## config.mk

```make
export PLATFORM = sky130hd
export DESIGN_NAME = c_literal_rewrite_filter_unit
export DESIGN_NICKNAME = d
export VERILOG_FILES = /design/src/sv/clrf_pkg.sv /design/src/sv/clrf_ctrl.sv /design/src/sv/clrf_dp.sv /design/src/sv/c_literal_rewrite_filter_unit.sv
export SDC_FILE = /design/constraint.sdc
export NUM_CORES = 1
export LEC_CHECK = 0
export BUFFER_PORTS_ARGS = -buffer_cell sky130_fd_sc_hd__clkbuf_2
export CORE_ASPECT_RATIO = 0.9
export CORE_MARGIN = 2
export CORE_UTILIZATION = 62
export DETAILED_ROUTE_END_ITERATION = 6
export PLACE_DENSITY_LB_ADDON = 0.2
export SKIP_LAST_GASP = 1
export SLEW_MARGIN = 20
export SYNTH_ARGS = -nofsm -noshare
export SYNTH_HDL_FRONTEND = slang
export SYNTH_SLANG_ARGS = --single-unit
```

## constraint.sdc

```tcl
create_clock -name clk -period 4.3 [get_ports clk]
set_input_delay 0.86 -clock clk [delete_from_list [all_inputs] [get_ports clk]]
set_output_delay 0.86 -clock clk [all_outputs]
set_load 0.02 [all_outputs]
```

## src/sv/clrf_pkg.sv

```systemverilog
// Shared types and constants for the C literal rewrite filter.
// Holds lexer mode codes, character constants and the controller/datapath structs.
// No dependencies.
package clrf_pkg;

  localparam int VALUE_WIDTH_DEF = 32;

  typedef enum logic [3:0] {
    M_NORMAL = 4'd0,
    M_STR    = 4'd1,
    M_STRESC = 4'd2,
    M_SLASH  = 4'd3,
    M_COMM   = 4'd4,
    M_STAR   = 4'd5,
    M_NUM    = 4'd6,
    M_ZERO   = 4'd7,
    M_WORD   = 4'd8,
    M_BIN    = 4'd9,
    M_HEX    = 4'd10
  } lex_mode_t;

  localparam logic [7:0] CH_ZERO   = 8'h30;
  localparam logic [7:0] CH_NINE   = 8'h39;
  localparam logic [7:0] CH_LX     = 8'h78;
  localparam logic [7:0] CH_UX     = 8'h58;
  localparam logic [7:0] CH_LB     = 8'h62;
  localparam logic [7:0] CH_UB     = 8'h42;
  localparam logic [7:0] CH_UNDER  = 8'h5f;
  localparam logic [7:0] CH_SLASH  = 8'h2f;
  localparam logic [7:0] CH_STAR   = 8'h2a;
  localparam logic [7:0] CH_DOT    = 8'h2e;
  localparam logic [7:0] CH_DQUOTE = 8'h22;
  localparam logic [7:0] CH_SQUOTE = 8'h27;
  localparam logic [7:0] CH_BSLASH = 8'h5c;
  localparam logic [7:0] CH_LA     = 8'h61;
  localparam logic [7:0] CH_LF     = 8'h66;
  localparam logic [7:0] CH_LZ     = 8'h7a;
  localparam logic [7:0] CH_UA     = 8'h41;
  localparam logic [7:0] CH_UF     = 8'h46;
  localparam logic [7:0] CH_UZ     = 8'h5a;

  // controller -> datapath
  typedef struct packed {
    logic accept;     // take in_byte this cycle
    logic emit_x;     // send the 'x' of a hex literal
    logic dig_step;   // consume one digit slot
    logic dig_emit;   // the consumed digit is sent
    logic emit_tail;  // send the byte that ended the literal
  } clrf_cmd_t;

  // datapath -> controller
  typedef struct packed {
    logic free;         // output register can take an item
    logic step_digits;  // incoming byte ends a binary or hex literal
    logic step_hex;     // that literal is hex
    logic dig_skip;     // current digit is a leading zero
    logic cnt_zero;     // current digit is the last one
  } clrf_stat_t;

  function automatic logic [7:0] hex_char(input logic [3:0] d);
    hex_char = (d < 4'd10) ? (CH_ZERO + {4'd0, d}) : (CH_LA + {4'd0, d} - 8'd10);
  endfunction

endpackage

```

## src/sv/clrf_ctrl.sv

```systemverilog
// Controller for the C literal rewrite filter: input handshake and digit sequencing.
// Depends on clrf_pkg.
module clrf_ctrl (
  input  logic                clk,
  input  logic                rst_n,
  input  logic                in_valid,
  output logic                in_stall,
  input  clrf_pkg::clrf_stat_t stat,
  output clrf_pkg::clrf_cmd_t  cmd
);

  typedef enum logic [1:0] {
    S_IDLE,
    S_XPRE,
    S_DIG,
    S_TAIL
  } state_t;

  state_t state_r, state_nxt;

  always_comb begin
    state_nxt = state_r;
    cmd       = '0;
    in_stall  = 1'b1;
    unique case (state_r)
      S_IDLE: begin
        in_stall   = !stat.free;
        cmd.accept = in_valid && stat.free;
        if (cmd.accept && stat.step_digits) begin
          state_nxt = stat.step_hex ? S_XPRE : S_DIG;
        end
      end
      S_XPRE: begin
        cmd.emit_x = stat.free;
        if (stat.free) state_nxt = S_DIG;
      end
      S_DIG: begin
        cmd.dig_step = stat.dig_skip || stat.free;
        cmd.dig_emit = !stat.dig_skip && stat.free;
        if (cmd.dig_step && stat.cnt_zero) state_nxt = S_TAIL;
      end
      S_TAIL: begin
        cmd.emit_tail = stat.free;
        if (stat.free) state_nxt = S_IDLE;
      end
      default: state_nxt = S_IDLE;
    endcase
  end

  always_ff @(posedge clk) begin
    if (!rst_n) begin
      state_r <= S_IDLE;
    end else begin
      state_r <= state_nxt;
    end
  end

endmodule

```

## src/sv/clrf_dp.sv

```systemverilog
// Datapath for the C literal rewrite filter: lexer state, literal value,
// digit shifter and output register. Depends on clrf_pkg.
module clrf_dp #(
  parameter int VALUE_WIDTH = clrf_pkg::VALUE_WIDTH_DEF
) (
  input  logic                 clk,
  input  logic                 rst_n,
  input  logic [7:0]           in_byte,
  input  clrf_pkg::clrf_cmd_t  cmd,
  output clrf_pkg::clrf_stat_t stat,
  input  logic                 out_stall,
  output logic                 out_valid,
  output logic [7:0]           out_byte,
  output logic                 out_last
);

  localparam int ODIG = (VALUE_WIDTH + 2) / 3;
  localparam int HDIG = (VALUE_WIDTH + 3) / 4;
  localparam int OW   = 3 * ODIG;
  localparam int HW   = 4 * HDIG;
  localparam int SW   = (OW > HW) ? OW : HW;
  localparam int CNTW = $clog2(ODIG);

  clrf_pkg::lex_mode_t    mode_r, mode_nxt;
  logic                   quote_r, quote_nxt;
  logic [VALUE_WIDTH-1:0] value_r, value_nxt;
  logic [7:0]             byte_r;
  logic [SW-1:0]          sh_r;
  logic [CNTW-1:0]        cnt_r;
  logic                   started_r;
  logic                   hex_r;
  logic                   out_valid_r;
  logic [7:0]             out_byte_r;
  logic                   out_last_r;

  logic       is_alpha, is_digit, is_hexl, is_hexu, hex_ok;
  logic [3:0] hex_v;
  logic       emit, again, digits, hex_end;
  logic [3:0] dig;
  logic [7:0] dig_char;
  logic       out_load;

  assign is_alpha = (in_byte >= clrf_pkg::CH_LA && in_byte <= clrf_pkg::CH_LZ) ||
                    (in_byte >= clrf_pkg::CH_UA && in_byte <= clrf_pkg::CH_UZ);
  assign is_digit = in_byte >= clrf_pkg::CH_ZERO && in_byte <= clrf_pkg::CH_NINE;
  assign is_hexl  = in_byte >= clrf_pkg::CH_LA && in_byte <= clrf_pkg::CH_LF;
  assign is_hexu  = in_byte >= clrf_pkg::CH_UA && in_byte <= clrf_pkg::CH_UF;
  assign hex_ok   = is_digit || is_hexl || is_hexu;
  // letters a-f / A-F: low nibble 1..6 maps to 10..15
  assign hex_v    = is_digit ? in_byte[3:0] : (in_byte[3:0] + 4'd9);

  // one lexer step on in_byte
  always_comb begin
    mode_nxt  = mode_r;
    quote_nxt = quote_r;
    value_nxt = value_r;
    emit      = 1'b0;
    again     = 1'b0;
    digits    = 1'b0;
    hex_end   = 1'b0;
    unique case (mode_r)
      clrf_pkg::M_ZERO: begin
        if (is_digit || in_byte == clrf_pkg::CH_DOT) begin
          emit     = 1'b1;
          mode_nxt = clrf_pkg::M_NUM;
        end else if (in_byte == clrf_pkg::CH_LX || in_byte == clrf_pkg::CH_UX) begin
          value_nxt = '0;
          mode_nxt  = clrf_pkg::M_HEX;
        end else if (in_byte == clrf_pkg::CH_LB || in_byte == clrf_pkg::CH_UB) begin
          mode_nxt = clrf_pkg::M_BIN;
        end else begin
          again = 1'b1;
        end
      end
      clrf_pkg::M_NUM: begin
        if (is_digit || in_byte == clrf_pkg::CH_DOT) emit = 1'b1;
        else again = 1'b1;
      end
      clrf_pkg::M_BIN: begin
        if (is_digit) begin
          value_nxt = {value_r[VALUE_WIDTH-2:0], 1'b0} + VALUE_WIDTH'(in_byte[3:0]);
        end else begin
          digits = 1'b1;
          again  = 1'b1;
        end
      end
      clrf_pkg::M_HEX: begin
        if (hex_ok) begin
          value_nxt = {value_r[VALUE_WIDTH-5:0], 4'd0} + VALUE_WIDTH'(hex_v);
        end else begin
          digits  = 1'b1;
          hex_end = 1'b1;
          again   = 1'b1;
        end
      end
      clrf_pkg::M_STR: begin
        emit = 1'b1;
        if (in_byte == clrf_pkg::CH_DQUOTE || in_byte == clrf_pkg::CH_SQUOTE) begin
          if ((in_byte == clrf_pkg::CH_DQUOTE) == quote_r) mode_nxt = clrf_pkg::M_NORMAL;
        end else if (in_byte == clrf_pkg::CH_BSLASH) begin
          mode_nxt = clrf_pkg::M_STRESC;
        end
      end
      clrf_pkg::M_STRESC: begin
        emit     = 1'b1;
        mode_nxt = clrf_pkg::M_STR;
      end
      clrf_pkg::M_SLASH: begin
        emit     = 1'b1;
        mode_nxt = (in_byte == clrf_pkg::CH_STAR) ? clrf_pkg::M_COMM : clrf_pkg::M_NORMAL;
      end
      clrf_pkg::M_COMM: begin
        emit = 1'b1;
        if (in_byte == clrf_pkg::CH_STAR) mode_nxt = clrf_pkg::M_STAR;
      end
      clrf_pkg::M_STAR: begin
        emit     = 1'b1;
        mode_nxt = (in_byte == clrf_pkg::CH_SLASH) ? clrf_pkg::M_NORMAL : clrf_pkg::M_COMM;
      end
      clrf_pkg::M_WORD: begin
        if (is_alpha || is_digit || in_byte == clrf_pkg::CH_UNDER) emit = 1'b1;
        else again = 1'b1;
      end
      default: again = 1'b1;  // normal mode and unused codes
    endcase

    if (again) begin
      emit = 1'b1;
      if (is_alpha || in_byte == clrf_pkg::CH_UNDER) begin
        mode_nxt = clrf_pkg::M_WORD;
      end else if (in_byte == clrf_pkg::CH_ZERO) begin
        value_nxt = '0;
        mode_nxt  = clrf_pkg::M_ZERO;
      end else if (is_digit || in_byte == clrf_pkg::CH_DOT) begin
        mode_nxt = clrf_pkg::M_NUM;
      end else if (in_byte == clrf_pkg::CH_DQUOTE || in_byte == clrf_pkg::CH_SQUOTE) begin
        quote_nxt = (in_byte == clrf_pkg::CH_DQUOTE);
        mode_nxt  = clrf_pkg::M_STR;
      end else if (in_byte == clrf_pkg::CH_SLASH) begin
        mode_nxt = clrf_pkg::M_SLASH;
      end else begin
        mode_nxt = clrf_pkg::M_NORMAL;
      end
    end
  end

  // digit under the scan head
  assign dig      = hex_r ? sh_r[HW-1 -: 4] : {1'b0, sh_r[OW-1 -: 3]};
  assign dig_char = hex_r ? clrf_pkg::hex_char(dig) : (clrf_pkg::CH_ZERO + {4'd0, dig});

  assign stat.free        = !out_valid_r || !out_stall;
  assign stat.step_digits = digits;
  assign stat.step_hex    = hex_end;
  assign stat.dig_skip    = (dig == 4'd0) && !started_r && (cnt_r != '0);
  assign stat.cnt_zero    = (cnt_r == '0);

  // output register takes a new item this cycle
  assign out_load = (cmd.accept && !digits && emit) || cmd.emit_x ||
                    cmd.dig_emit || cmd.emit_tail;

  always_ff @(posedge clk) begin
    if (!rst_n) begin
      mode_r      <= clrf_pkg::M_NORMAL;
      quote_r     <= 1'b0;
      value_r     <= '0;
      started_r   <= 1'b0;
      cnt_r       <= '0;
      hex_r       <= 1'b0;
      out_valid_r <= 1'b0;
    end else begin
      if (out_load) out_valid_r <= 1'b1;
      else if (out_valid_r && !out_stall) out_valid_r <= 1'b0;

      if (cmd.accept) begin
        mode_r  <= mode_nxt;
        quote_r <= quote_nxt;
        value_r <= value_nxt;
        byte_r  <= in_byte;
        if (digits) begin
          sh_r      <= SW'(value_r);
          cnt_r     <= hex_end ? CNTW'(HDIG - 1) : CNTW'(ODIG - 1);
          hex_r     <= hex_end;
          started_r <= 1'b0;
        end else if (emit) begin
          out_byte_r  <= in_byte;
          out_last_r  <= 1'b1;
        end
      end

      if (cmd.emit_x) begin
        out_byte_r  <= clrf_pkg::CH_LX;
        out_last_r  <= 1'b0;
      end

      if (cmd.dig_step) begin
        sh_r  <= hex_r ? (sh_r << 4) : (sh_r << 3);
        cnt_r <= cnt_r - CNTW'(1);
      end

      if (cmd.dig_emit) begin
        started_r   <= 1'b1;
        out_byte_r  <= dig_char;
        out_last_r  <= 1'b0;
      end

      if (cmd.emit_tail) begin
        out_byte_r  <= byte_r;
        out_last_r  <= 1'b1;
      end
    end
  end

  assign out_valid = out_valid_r;
  assign out_byte  = out_byte_r;
  assign out_last  = out_last_r;

endmodule

```

## src/sv/c_literal_rewrite_filter_unit.sv

```systemverilog
// C literal rewrite filter, top level. A plain byte's item sits in the output register
// in the cycle after accept; throughput one byte per cycle while out_stall is low.
// A byte ending a binary or hex literal is accepted, then 'x' is sent (hex only), then the
// scanner steps through its digit slots (11 octal / 8 hex at 32 bits, leading zeros
// skipped without output) and the ending byte is sent; input stalls meanwhile.
// Reset: synchronous active-low rst_n clears lexer mode, quote flag, value and out_valid.
module c_literal_rewrite_filter_unit #(
  parameter int VALUE_WIDTH = clrf_pkg::VALUE_WIDTH_DEF
) (
  input  logic       clk,
  input  logic       rst_n,
  // source text in
  input  logic       in_valid,
  output logic       in_stall,
  input  logic [7:0] in_byte,
  // rewritten text out
  output logic       out_valid,
  input  logic       out_stall,
  output logic [7:0] out_byte,
  output logic       out_last
);

  // Controller owns the handshake and sequences the digit scan;
  // datapath holds the lexer state and the one-item output register.
  clrf_pkg::clrf_cmd_t  cmd;
  clrf_pkg::clrf_stat_t stat;

  clrf_ctrl u_ctrl (
    .clk      (clk),
    .rst_n    (rst_n),
    .in_valid (in_valid),
    .in_stall (in_stall),
    .stat     (stat),
    .cmd      (cmd)
  );

  // Digit scan: the value is copied into a shifter when the literal ends,
  // so the lexer is already free to start the next token with the ending byte.
  clrf_dp #(
    .VALUE_WIDTH (VALUE_WIDTH)
  ) u_dp (
    .clk       (clk),
    .rst_n     (rst_n),
    .in_byte   (in_byte),
    .cmd       (cmd),
    .stat      (stat),
    .out_stall (out_stall),
    .out_valid (out_valid),
    .out_byte  (out_byte),
    .out_last  (out_last)
  );

endmodule

```

## Word-level counts from Yosys, hierarchy flattened

Cells that the tools add are included.

| storage, ports and cells | value |
|---|---|
| bits in registers | 96 |
| input bits | 12 |
| output and inout bits | 11 |
| word-level logic and storage cells | 201 |

| operators by class | value |
|---|---|
| add/sub/neg operators | 7 |
| $lt $le $gt $ge | 9 |
| equal/unequal tests | 35 |
| multiplexer cells | 77 |
| bitwise operators | 3 |
| reductions and logical operators | 58 |

Operators by type and width:

| operator | count |
|---|---|
| 32-bit 2-to-1 mux | 7 |
| 33-bit 2-to-1 mux | 4 |
| 32-bit one-hot mux with 3 select lines | 1 |
| 4-bit 2-to-1 mux | 18 |
| 32-bit by 4-bit adder with 32-bit output | 2 |
| 8-bit 2-to-1 mux | 8 |
| 8-bit by 6-bit equality test with 1-bit output, second input constant | 6 |
| 8-bit by 7-bit equality test with 1-bit output, second input constant | 6 |
| 8-bit by 7-bit less-or-equal comparator with 1-bit output, second input constant | 4 |
| 1-bit 2-to-1 mux | 25 |
| 4-bit one-hot mux with 6 select lines | 1 |
| 4-bit by 3-bit equality test with 1-bit output, second input constant | 4 |
| 8-bit by 7-bit >= comparator with 1-bit output, second input constant | 2 |
| 1-bit logical OR | 15 |
| 1-bit logical AND | 14 |
| 2-bit 2-to-1 mux | 7 |
| 4-bit equality test, second input constant | 3 |
| 6-bit AND reduction | 2 |
| 4-bit nonzero test | 3 |
| 2-bit nonzero test | 5 |
| 7-bit by 4-bit adder with 8-bit output, first input constant | 1 |
| 4-bit by 2-bit equality test with 1-bit output, second input constant | 2 |
| 8-bit by 6-bit >= comparator with 1-bit output, second input constant | 1 |
| 8-bit by 6-bit less-or-equal comparator with 1-bit output, second input constant | 1 |
| other kinds (29) | 47 |

## Longest topological paths before layout

Gate-level depths: netlist of run 1.

| logic depth | value |
|---|---|
| depth after elaboration | 14 |
| depth in mapped cells | 12 |
| gate-level depth less buffers | 9 |

## Modules after synthesis

A second synthesis of run 1 with hierarchy kept.

| second synthesis, totals | value |
|---|---|
| cells, all modules | 668 |
| area, all modules | 6067.1 µm² |

Modules (own cells, without submodules):

| module | times used | cells an instance | area an instance (µm²) |
|---|---|---|---|
| clrf_dp | 1 | 639 | 5818.1 |
| clrf_ctrl | 1 | 29 | 249.0 |

## Worst setup path before layout of run 1

Ideal clock, no wire load.

| timing | value |
|---|---|
| kind | reg2reg |
| start | reg u_dp.hex_r |
| end | reg u_dp.sh_r[0] (enable) |
| arrival time | 3.101 ns |
| setup slack | 0.806 ns |
| cell stages (with the launch flop) | 11 |
| clock period less this slack | 3.494 ns |
| cells stage by stage | dfxtp_1 > clkbuf_1 > buf_1 > clkbuf_1 > mux2i_1 > ha_1 > o2111ai_1 > a31o_2 > buf_2 > nand2_1 > and2_1 |

| on the way | value |
|---|---|
| word-level cells in the longest chain between the ends | 8 |

RTL lines:

| item | RTL line | text |
|---|---|---|
| from (decl) | clrf_dp.sv:31 | `logic hex_r;` |
| from (signal assigned) | clrf_dp.sv:182 | `hex_r <= hex_end;` |
| 4-bit 2-to-1 mux * | clrf_dp.sv:148 | `assign dig = hex_r ? sh_r[HW-1 -: 4] : {1'b0, sh_r[OW-1 -: 3]};` |
| 4-bit zero test * | clrf_dp.sv:154 | `assign stat.dig_skip = (dig == 4'd0) && !started_r && (cnt_r != '0);` |
| 1-bit logical AND * (2 in series) | clrf_dp.sv:154 |  |
| 1-bit logical OR * | clrf_ctrl.sv:38 | `cmd.dig_step = stat.dig_skip \|\| stat.free;` |
| 2-bit 2-to-1 mux * | clrf_ctrl.sv:25 | `unique case (state_r)` |
| 2-bit nonzero test (no line) | -- |  |
| 3-bit AND reduction (no line) * | -- |  |
| to (signal assigned) | clrf_dp.sv:180 | `sh_r <= SW'(value_r);` |
| to (signal assigned) | clrf_dp.sv:196 | `sh_r <= hex_r ? (sh_r << 4) : (sh_r << 3);` |
| to (decl) | clrf_dp.sv:28 | `logic [SW-1:0] sh_r;` |

Mark *: on every way between the ends. The rest lies on a longest branch, timed or not.
A chain may end at the register's enable or synchronous reset.

## Worst setup path after layout of run 1

| timing | value |
|---|---|
| start | in in_byte[1] |
| end | reg u_dp.out_last_r, in the netlist u_dp.out_last (enable) |

| on the way | value |
|---|---|
| word-level cells in the longest chain between the ends | 10 |

RTL lines:

| item | RTL line | text |
|---|---|---|
| from (decl) | c_literal_rewrite_filter_unit.sv:15 | `input logic [7:0] in_byte,` |
| 8-bit by 7-bit >= comparator with 1-bit output (tied with other cells) | clrf_dp.sv:43, clrf_dp.sv:46 |  |
| 1-bit logical AND (on tied branches) | clrf_dp.sv:43, clrf_dp.sv:44 |  |
| 1-bit logical OR | clrf_dp.sv:43 | `assign is_alpha = (in_byte >= clrf_pkg::CH_LA && in_byte <= clrf_pkg::CH_LZ) \|\|` |
| 1-bit logical OR (2 in series) | clrf_dp.sv:121 | `if (is_alpha \|\| is_digit \|\| in_byte == clrf_pkg::CH_UNDER) emit = 1'b1;` |
| 1-bit 2-to-1 mux | clrf_dp.sv:121 |  |
| 1-bit one-hot mux with 6 select lines / 1-bit one-hot mux with 3 select lines (equally long branches) | clrf_dp.sv:61 | `unique case (mode_r)` |
| 1-bit 2-to-1 mux | clrf_dp.sv:127 | `if (again) begin` |
| 4-bit nonzero test (no line) | -- |  |
| 4-bit AND reduction (no line) * | -- |  |
| to (signal assigned) | clrf_dp.sv:186 | `out_last_r <= 1'b1;` |
| to (signal assigned) | clrf_dp.sv:192 | `out_last_r <= 1'b0;` |
| to (signal assigned) | clrf_dp.sv:203 | `out_last_r <= 1'b0;` |
| to (decl) | clrf_dp.sv:34 | `logic out_last_r;` |

Marked as above.

==> results of run 1 <==
-- worst min path at each step --
stage / from / endpoint / depth (start not counted)
after CTS: u_dp.quote_r / u_dp.quote_r / 2
after global routing: u_dp.value_r[29] / u_dp.value_r[29] / 2
after detailed placement: u_dp.quote_r / u_dp.quote_r / 2
final: u_dp.quote_r / u_dp.quote_r / 2
after floorplan: u_dp.value_r[31] / u_dp.value_r[31] / 1
after global placement: u_dp.quote_r / u_dp.quote_r / 2
-- worst max-delay path, delay by kind of cell --
family / cells / cell delay [ns]
fa+ha+maj: 1 / 0.22
simple gates: 3 / 1.13
compound gates: 3 / 0.66
buf+inv: 2 / 0.34
-- power breakdown --
part / internal [µW] / total (µW) / leakage (µW) / switching (µW)
Combinational: 275 / 806 / 0.00120 / 531
Sequential: 1100 / 1190 / 0.000838 / 85.0
Clock: 278 / 621 / 0.0000954 / 343
Total: 1650 / 2610 / 0.00214 / 959
-- Yosys cell counts, drive strengths merged (10+ instances only) --
library cell and number:
nand2 85, o21ai 61, edfxtp 50, dfxtp 46, nor2 42, clkbuf 34
mux2i 34, a21oi 33, a22oi 24, inv 23, o2bb2ai 21, nand3 20
buf 19, ha 15, xnor2 15, nand4 14, xor2 14, and2 12
o211ai 11, a31oi 10, nor3 10
-- kinds of logic after synthesis --
family | Yosys count | synth area share
AND/OR/NAND/NOR | 238 | 0.203
AO/OA/AOI/OAI | 205 | 0.226
flip-flops | 96 | 0.389
buffers and inverters | 76 | 0.0525
multiplexers | 34 | 0.0547
XOR/XNOR | 29 | 0.0408
adder cells (fa/ha/maj) | 16 | 0.0334
-- metrics by stage --
stage,power [µW],area [µm²]
final,2610,6500
after global routing,2740,6500
after detailed placement,2000,6300
after floorplan,1800,6220
after global placement,1970,6300
after CTS,2610,6500
-- sequential cells by signal (all words and copies together), names as in the netlist --
name	flops
u_dp.byte_r	8
u_dp.sh_r	33
u_dp.cnt_r	4
u_dp.hex_r	1
u_dp.value_r	32
u_ctrl.state_r	2
u_dp.out_valid	1
u_dp.mode_r	4
u_dp.started_r	1
u_dp.out_byte	8
u_dp.out_last	1
u_dp.quote_r	1
-- layout make-up --
cell class	count	area (µm²)
Clock buffer	10	128
Multi-Input combinational cell	522	3480
Fill cell	820	3200
Tap cell	126	158
Sequential cell	96	2420
Inverter	23	86.3
Clock inverter	6	73.8
Timing Repair Buffer	28	155
-- metal layers --
layer  vias to the layer above  share of wire  track usage
li1                       2545              -            -
met1                      2551           0.45        0.446
met2                       245           0.45        0.440
met3                        28          0.086       0.0423
met4                         0          0.017       0.0594
met5                         -              0            0
==> summary.log, run 1 <==
INFO  pwr            power-per-cell-area=402mW/mm²
INFO  detailed_routing per_cell_routed_wire_length=19.0µm
INFO  finish         final_core_utilization=0.670
INFO  clock_network  worst_setup_hold_path_clk_slew=0.10ns
INFO  floorplanning  placementRows=34
INFO  critical_path  critPathMostFrequentCell=sky130_fd_sc_hd__nor2_1
INFO  finish         final_nets=708
INFO  sta            final_max_slew_viol_count=0
INFO  critical_path  crit_arrival=3.20ns
INFO  clock_network  postCtsSetupRepairBufs=0
INFO  critical_path  setup.reg_to_reg.worst_slack=1.45ns
INFO  sta            finalHoldViolations=0
INFO  clock_network  cts.path.max_buffers=2
INFO  clock_network  insertion_delay=0.37ns
INFO  critical_path  crit_path_start=in_byte[1]
INFO  detailed_routing drt_iter0_drc=478
INFO  logic_synthesis post_synth_main_area_contributors=sky130_fd_sc_hd__edfxtp_1 (24%), sky130_fd_sc_hd__dfxtp_1 (15%), sky130_fd_sc_hd__mux2i_1 (5.5%)
INFO  pwr            power.leakage=0.00214µW
INFO  detailed_routing vias_per_cell=6.62
INFO  floorplanning  starting_density_of_the_core=0.642
INFO  critical_path  end_kind=flip-flop
INFO  sta            finalWorstSetupSlack=1.11ns
INFO  critical_path  source_of_the_worst_register_to_register_timing_path=u_dp.cnt_r[0]
INFO  logic_synthesis synthDistinctLibCells=79
INFO  min_path       hold_class=reg2reg
INFO  run_status     run_status=finished, final reports clean
INFO  logic_synthesis synth_cells=694
INFO  logic_synthesis synth-main-ff-cell=sky130_fd_sc_hd__edfxtp_1
INFO  sta            max_slew_margin=0.469
INFO  finish         instances_no_fill=811
INFO  logic_synthesis synth_sequential_area_ratio=0.389
INFO  critical_path  cp_slowest_stage_delay=0.66ns
INFO  detailed_routing post-route-drc-count=0
INFO  grt            grt_antenna_before_repair=0
INFO  grt            global_route_wire_length_before_repair=24900µm
INFO  critical_path  rr_worst_depth=8
INFO  critical_path  worstPathRequired=4.31ns
INFO  floorplanning  ios=23
INFO  critical_path  cp-endpoint=u_dp.out_last
INFO  placed_design  gp_congestion=0.910
INFO  pwr            ir_worst_vdd=280µV
INFO  floorplanning  core-area=0.00970mm²
INFO  sta            finalCriticalPeriod=3.19ns
INFO  clock_network  post_cts_resized=0
INFO  flow_run       max_cap_viols=0
INFO  detailed_routing dr_total_vias=5369
INFO  logic_synthesis synth_area=0.00622mm²
INFO  placed_design  dp_hpwl=10800µm
INFO  placed_design  port_buffers=22
INFO  sta            rsz0062_at_grt=false
INFO  detailed_routing drt_pass1_iterations=6
INFO  grt            groute.usage.overall=0.292
INFO  sta            worst_hold_slack=0.503ns
INFO  finish         final_cell_mix=sky130_fd_sc_hd__nand2_1 (84), sky130_fd_sc_hd__o21ai_0 (56), sky130_fd_sc_hd__edfxtp_1 (50), sky130_fd_sc_hd__dfxtp_1 (45), sky130_fd_sc_hd__nor2_1 (42)
INFO  sta            final_min_period_over_clock_period=0.742
INFO  detailed_routing routed_wl=15400µm
INFO  floorplanning  die_width=110µm
INFO  logic_synthesis synth_seq_cells=96
INFO  finish         drive_gt1_frac=0.0949
INFO  critical_path  startpoint_type=input port
INFO  logic_synthesis share_of_async_settable_or_async_resettable_flops_after_synthesis=0
INFO  logic_synthesis synthesis.area_per_instance=8.97µm²
INFO  logic_synthesis synth-edff-count=50
INFO  grt            first_global_vias=4892
INFO  sta            fmax=313MHz
INFO  grt            globalRouteOverflowTotal=0
INFO  grt            grt_start_max_net_pins=72
INFO  sta            tns=0ns
INFO  detailed_routing ant_nets=0
INFO  logic_synthesis postSynthNetCount=722
INFO  floorplanning  die_h=99.1µm
INFO  sta            finalClockSkew=0.0121ns
INFO  clock_network  clkSinkCount=96
INFO  clock_network  cts_tree=done
INFO  critical_path  worst_path_max_delay_cell=sky130_fd_sc_hd__nor2b_1
INFO  clock_network  numCtsBuffers=9
INFO  critical_path  critical_path_class=in2reg
INFO  placed_design  dp_worst_setup_slack=0.790ns
INFO  critical_path  worst-path-max-fanout=10
INFO  sta            final_setup_fails=0
INFO  finish         syn_to_final_growth=4.42%
INFO  clock_network  postCtsHoldBufs=0
INFO  placed_design  dp.cells=795
INFO  floorplanning  die-area=0.0109mm²
INFO  clock_network  ctsHtreeMaxLevel=3
INFO  critical_path  reg2reg_to=u_dp.out_last
INFO  clock_network  cts_root_buf=sky130_fd_sc_hd__clkbuf_8
INFO  finish         final_common_cell=sky130_fd_sc_hd__nand2_1
INFO  sta            actual_transition_at_the_worst_max_transition_pin=0.795ns
INFO  logic_synthesis synth-warning-count=0
INFO  logic_synthesis post-synth-top-area-cell=sky130_fd_sc_hd__edfxtp_1
INFO  critical_path  critical_path.cell_chain=clkbuf_2 > inv_1 > ha_1 > o21bai_1 > a21oi_2 > nor2_1 > nor2_1 > a31oi_1 > nor2b_1
INFO  finish         diodes_inserted=0
INFO  logic_synthesis synth_top_area_frac=0.241
(Power assumes the default switching activity.)
==> run 2, diff against run 1 <==
--- a/config.mk
+++ b/config.mk
@@ -5,6 +5,7 @@
 export SDC_FILE = /design/constraint.sdc
 export NUM_CORES = 1
 export LEC_CHECK = 0
+export ABC_AREA = 1
 export BUFFER_PORTS_ARGS = -buffer_cell sky130_fd_sc_hd__clkbuf_2
 export CORE_ASPECT_RATIO = 0.9
 export CORE_MARGIN = 2
==> constraint.sdc (replaced) <==
create_clock -name clk -period 3.1 [get_ports clk]
set_input_delay 0.62 -clock clk [delete_from_list [all_inputs] [get_ports clk]]
set_output_delay 0.62 -clock clk [all_outputs]
set_load 0.02 [all_outputs]
==> run 2 against run 1 <==
Core utilization increased by 1.6 points. Sequential share of layout area decreased by 4.9 points. Sequential power up 44%. Hold slack got worse by 0.029 ns. Synthesized area grew 12%. Combinational power up 120%. Synthesized cell count up 54%. Critical path depth up 2. Die area is 11% higher. Via count increased by 34%. Largest cell class unchanged. Largest power group is now combinational cells.
==> summary.log, run 2 <==
INFO  sta            worst_hold_slack=0.474ns [-0.0288 ns]
INFO  placed_design  dp_hpwl=13600µm [+26%]
INFO  finish         multiInputGateArea=0.00392mm² [+13%]
INFO  finish         layout.cell_area.non_filler=0.00748mm² [+15%]
INFO  grt            grt_antenna_before_repair=0 [unchanged]
INFO  logic_synthesis synth-edff-count=50 [unchanged]
INFO  finish         max_flop_register=u_dp.sh_r
INFO  floorplanning  ios=23 [unchanged]
INFO  finish         largest_reg_flops=33 [unchanged]
INFO  finish         reg_top3=u_dp.sh_r: 33 flops, u_dp.value_r: 32 flops
INFO  critical_path  end_kind=flip-flop
INFO  run_status     run_status=finished, final reports clean
INFO  detailed_routing drt_iter0_drc=904 [+89%]
INFO  pwr            ir_worst_vdd=570µV [+100%]
INFO  grt            groute.usage.overall=0.330 [+0.0383]
INFO  floorplanning  core-area=0.0109mm² [+12%]
INFO  detailed_routing per_cell_routed_wire_length=15.8µm [-17%]
INFO  placed_design  port_buffers=22 [unchanged]
INFO  sta            tns=0ns [unchanged]
INFO  logic_synthesis post_synth_main_area_contributors=sky130_fd_sc_hd__edfxtp_1 (22%), sky130_fd_sc_hd__nand2_1 (17%), sky130_fd_sc_hd__dfxtp_1 (13%)
INFO  finish         drive_gt1_frac=0.0833 [-0.0116]
INFO  logic_synthesis synthesis.area_per_instance=6.53µm² [-27%]
INFO  finish         n_fill_cell=985 [+20%]
INFO  logic_synthesis post-synth-top-area-cell=sky130_fd_sc_hd__edfxtp_1
INFO  sta            finalCriticalPeriod=2.79ns
INFO  logic_synthesis synth_area=0.00696mm² [+12%]
INFO  clock_network  postCtsHoldBufs=0 [unchanged]
INFO  logic_synthesis synth-main-ff-cell=sky130_fd_sc_hd__edfxtp_1
INFO  critical_path  critPathTopFamily=simple AND/OR/NAND/NOR gates
INFO  finish         final_core_utilization=0.686 [+0.0159]
INFO  critical_path  worst-path-max-fanout=9 [-1]
INFO  floorplanning  starting_density_of_the_core=0.639 [-0.00288]
INFO  clock_network  clkSinkCount=96 [unchanged]
INFO  detailed_routing post-route-drc-count=0 [unchanged]
INFO  logic_synthesis synth_seq_cells=96 [unchanged]
INFO  logic_synthesis synth_top_area_frac=0.216 [-0.0256]
INFO  clock_network  cts_root_buf=sky130_fd_sc_hd__clkbuf_16
INFO  sta            fmax=359MHz
INFO  critical_path  cp_slowest_stage_delay=0.43ns [-0.23 ns]
INFO  min_path       hold_class=reg2reg
INFO  placed_design  gp_congestion=1.02 [+12%]
INFO  sta            finalWorstSetupSlack=0.312ns [-0.796 ns]
INFO  critical_path  worst_path_max_delay_cell=sky130_fd_sc_hd__dfxtp_1
INFO  grt            grt_start_max_net_pins=49 [-32%]
INFO  logic_synthesis share_of_async_settable_or_async_resettable_flops_after_synthesis=0 [unchanged]
INFO  finish         syn_to_final_growth=7.38%
INFO  clock_network  post_cts_resized=0 [unchanged]
INFO  clock_network  numCtsBuffers=9 [unchanged]
INFO  logic_synthesis postSynthNetCount=1095 [+52%]
INFO  detailed_routing routed_wl=19300µm [+26%]
INFO  logic_synthesis post_synth_most_frequent_cells=sky130_fd_sc_hd__nand2_1 (312), sky130_fd_sc_hd__nor2_1 (135), sky130_fd_sc_hd__nand3_1 (90), sky130_fd_sc_hd__inv_1 (83), sky130_fd_sc_hd__a21oi_1 (82)
INFO  floorplanning  placementRows=36 [+5.9%]
INFO  sta            final_max_slew_viol_count=0 [unchanged]
INFO  detailed_routing drt_pass1_iterations=5 [-1]
INFO  clock_network  cts.path.max_buffers=2 [unchanged]
INFO  clock_network  ctsHtreeMaxLevel=3 [unchanged]
INFO  critical_path  critical_path_class=reg2reg
INFO  logic_synthesis synth_sequential_area_ratio=0.348 [-0.0413]
INFO  critical_path  critPathMostFrequentCell=sky130_fd_sc_hd__nand2_1
INFO  sta            finalClockSkew=0.00945ns [-0.00266 ns]
INFO  floorplanning  die_width=116µm [+5.6%]
INFO  finish         diodes_inserted=0 [unchanged]
INFO  detailed_routing vias_per_cell=5.91 [-11%]
INFO  finish         final_common_cell=sky130_fd_sc_hd__nand2_1
INFO  detailed_routing ant_nets=0 [unchanged]
INFO  grt            globalRouteOverflowTotal=0 [unchanged]
INFO  clock_network  postCtsSetupRepairBufs=0 [unchanged]
INFO  critical_path  startpoint_type=flip-flop
INFO  sta            final_setup_fails=0 [unchanged]
INFO  finish         final_cell_mix=sky130_fd_sc_hd__nand2_1 (312), sky130_fd_sc_hd__nor2_1 (133), sky130_fd_sc_hd__nand3_1 (90), sky130_fd_sc_hd__inv_1 (83), sky130_fd_sc_hd__a21oi_1 (82)
INFO  placed_design  dp_worst_setup_slack=0.219ns [-0.571 ns]
INFO  placed_design  placedInstanceArea=0.00720mm² [+14%]
INFO  flow_run       max_cap_viols=0 [unchanged]
INFO  logic_synthesis synthDistinctLibCells=44 [-44%]
INFO  clock_network  worst_setup_hold_path_clk_slew=0.07ns [-0.03 ns]
INFO  finish         final_nets=1092 [+54%]
INFO  finish         register_area=0.00242mm² [about the same]
INFO  sta            rsz0062_at_grt=false
INFO  logic_synthesis synth-warning-count=0 [unchanged]
INFO  pwr            power-per-cell-area=603mW/mm² [+50%]
INFO  pwr            power.leakage=0.00294µW [+38%]
INFO  sta            finalHoldViolations=0 [unchanged]
INFO  floorplanning  die_h=105µm [+5.5%]
INFO  detailed_routing dr_total_vias=7217 [+34%]
INFO  sta            max_slew_margin=0.601 [+0.132]
INFO  sta            actual_transition_at_the_worst_max_transition_pin=0.594ns [-0.201 ns]
INFO  critical_path  worstPathRequired=3.13ns [-1.18 ns]
INFO  clock_network  insertion_delay=0.36ns [about the same]
INFO  grt            global_route_wire_length_before_repair=31700µm [+27%]
INFO  floorplanning  die-area=0.0121mm² [+11%]
INFO  critical_path  critical_path.cell_chain=mux2i_1 > ha_1 > nand3_1 > nor2_1 > nand2_1 > nand3_1 > o21ai_0 > nor2_1 > inv_1 > nand2_1 > nand2_1
INFO  sta            final_min_period_over_clock_period=0.899
INFO  logic_synthesis synth.most_common_cell=sky130_fd_sc_hd__nand2_1
INFO  grt            first_global_vias=6428 [+31%]
INFO  logic_synthesis synth_cells=1067 [+54%]
INFO  clock_network  cts_tree=done
INFO  critical_path  crit_arrival=2.82ns [-0.38 ns]
INFO  critical_path  worst-path-buf-inv=1 [-1]
-- run 2: cell types whose count changed after synthesis, sizes merged, moves of 12 or more --
cell	change
nand3	+73
a22oi	-24
inv	+76
a21oi	+50
mux2i	-33
o2bb2ai	-21
nor2	+98
xnor2	-14
and2	-12
nand2	+231
a31oi	+21
-- run 2: report_power, final --
group / internal [µW] / switching [µW]
Clock: 569 / 484
Combinational: 532 / 1220
Sequential: 1610 / 95.3
Total: 2720 / 1790
-- run 2: logic make-up after synthesis --
family,share of synthesized area
AO/OA/AOI/OAI,0.151
AND/OR/NAND/NOR,0.359
buffers and inverters,0.0902
flip-flops,0.348
adder cells (fa/ha/maj),0.0298
multiplexers,0.00144
XOR/XNOR,0.0214
-- run 2: final cells by class --
cell class	instances	share of cell area
clock buffer	12	0.0330
clock inverter	4	0.00402
sequential	96	0.324
multi-input combinational	816	0.525
tap	152	0.0254
timing repair buffer	41	0.0388
inverter	100	0.0502
-- run 2: through the flow --
| stage | power, µW | instances |
|---|---|---|
| 3_3_place_gp | 3430 | 1205 |
| 2_1_floorplan | 2990 | 1067 |
| 6_report | 4510 | 1221 |
| 5_1_grt | 4780 | 1221 |
| 3_5_place_dp | 3450 | 1205 |
| 4_1_cts | 4500 | 1221 |
-- run 2: worst register-to-register path: cells and delay by family (launching register included) --
family	cells	cell delay, ns
DFF	1	0.43
AOI/OAI and AO/OA	1	0.16
and+or+nand+nor	7	1.09
adders and majority gates	1	0.21
muxes	1	0.40
buffers and inverters	1	0.17
-- run 2: layer usage --
layer	GRT usage	vias up	wire length, µm
met5	0	-	0
met4	0.100	0	399
met3	0.0870	45	2180
met2	0.471	370	8200
met1	0.488	3261	8550
li1	-	3541	-
-- run 2: final timing paths --
path                        from                to  slack [ns]  depth (start not counted)
setup / recovery      u_dp.hex_r  u_dp.out_byte[5]        0.31                         11
hold / removal    u_dp.started_r    u_dp.started_r        0.47                          2
setup reg to reg      u_dp.hex_r  u_dp.out_byte[5]        0.31                         11
hold reg to reg   u_dp.started_r    u_dp.started_r        0.47                          2
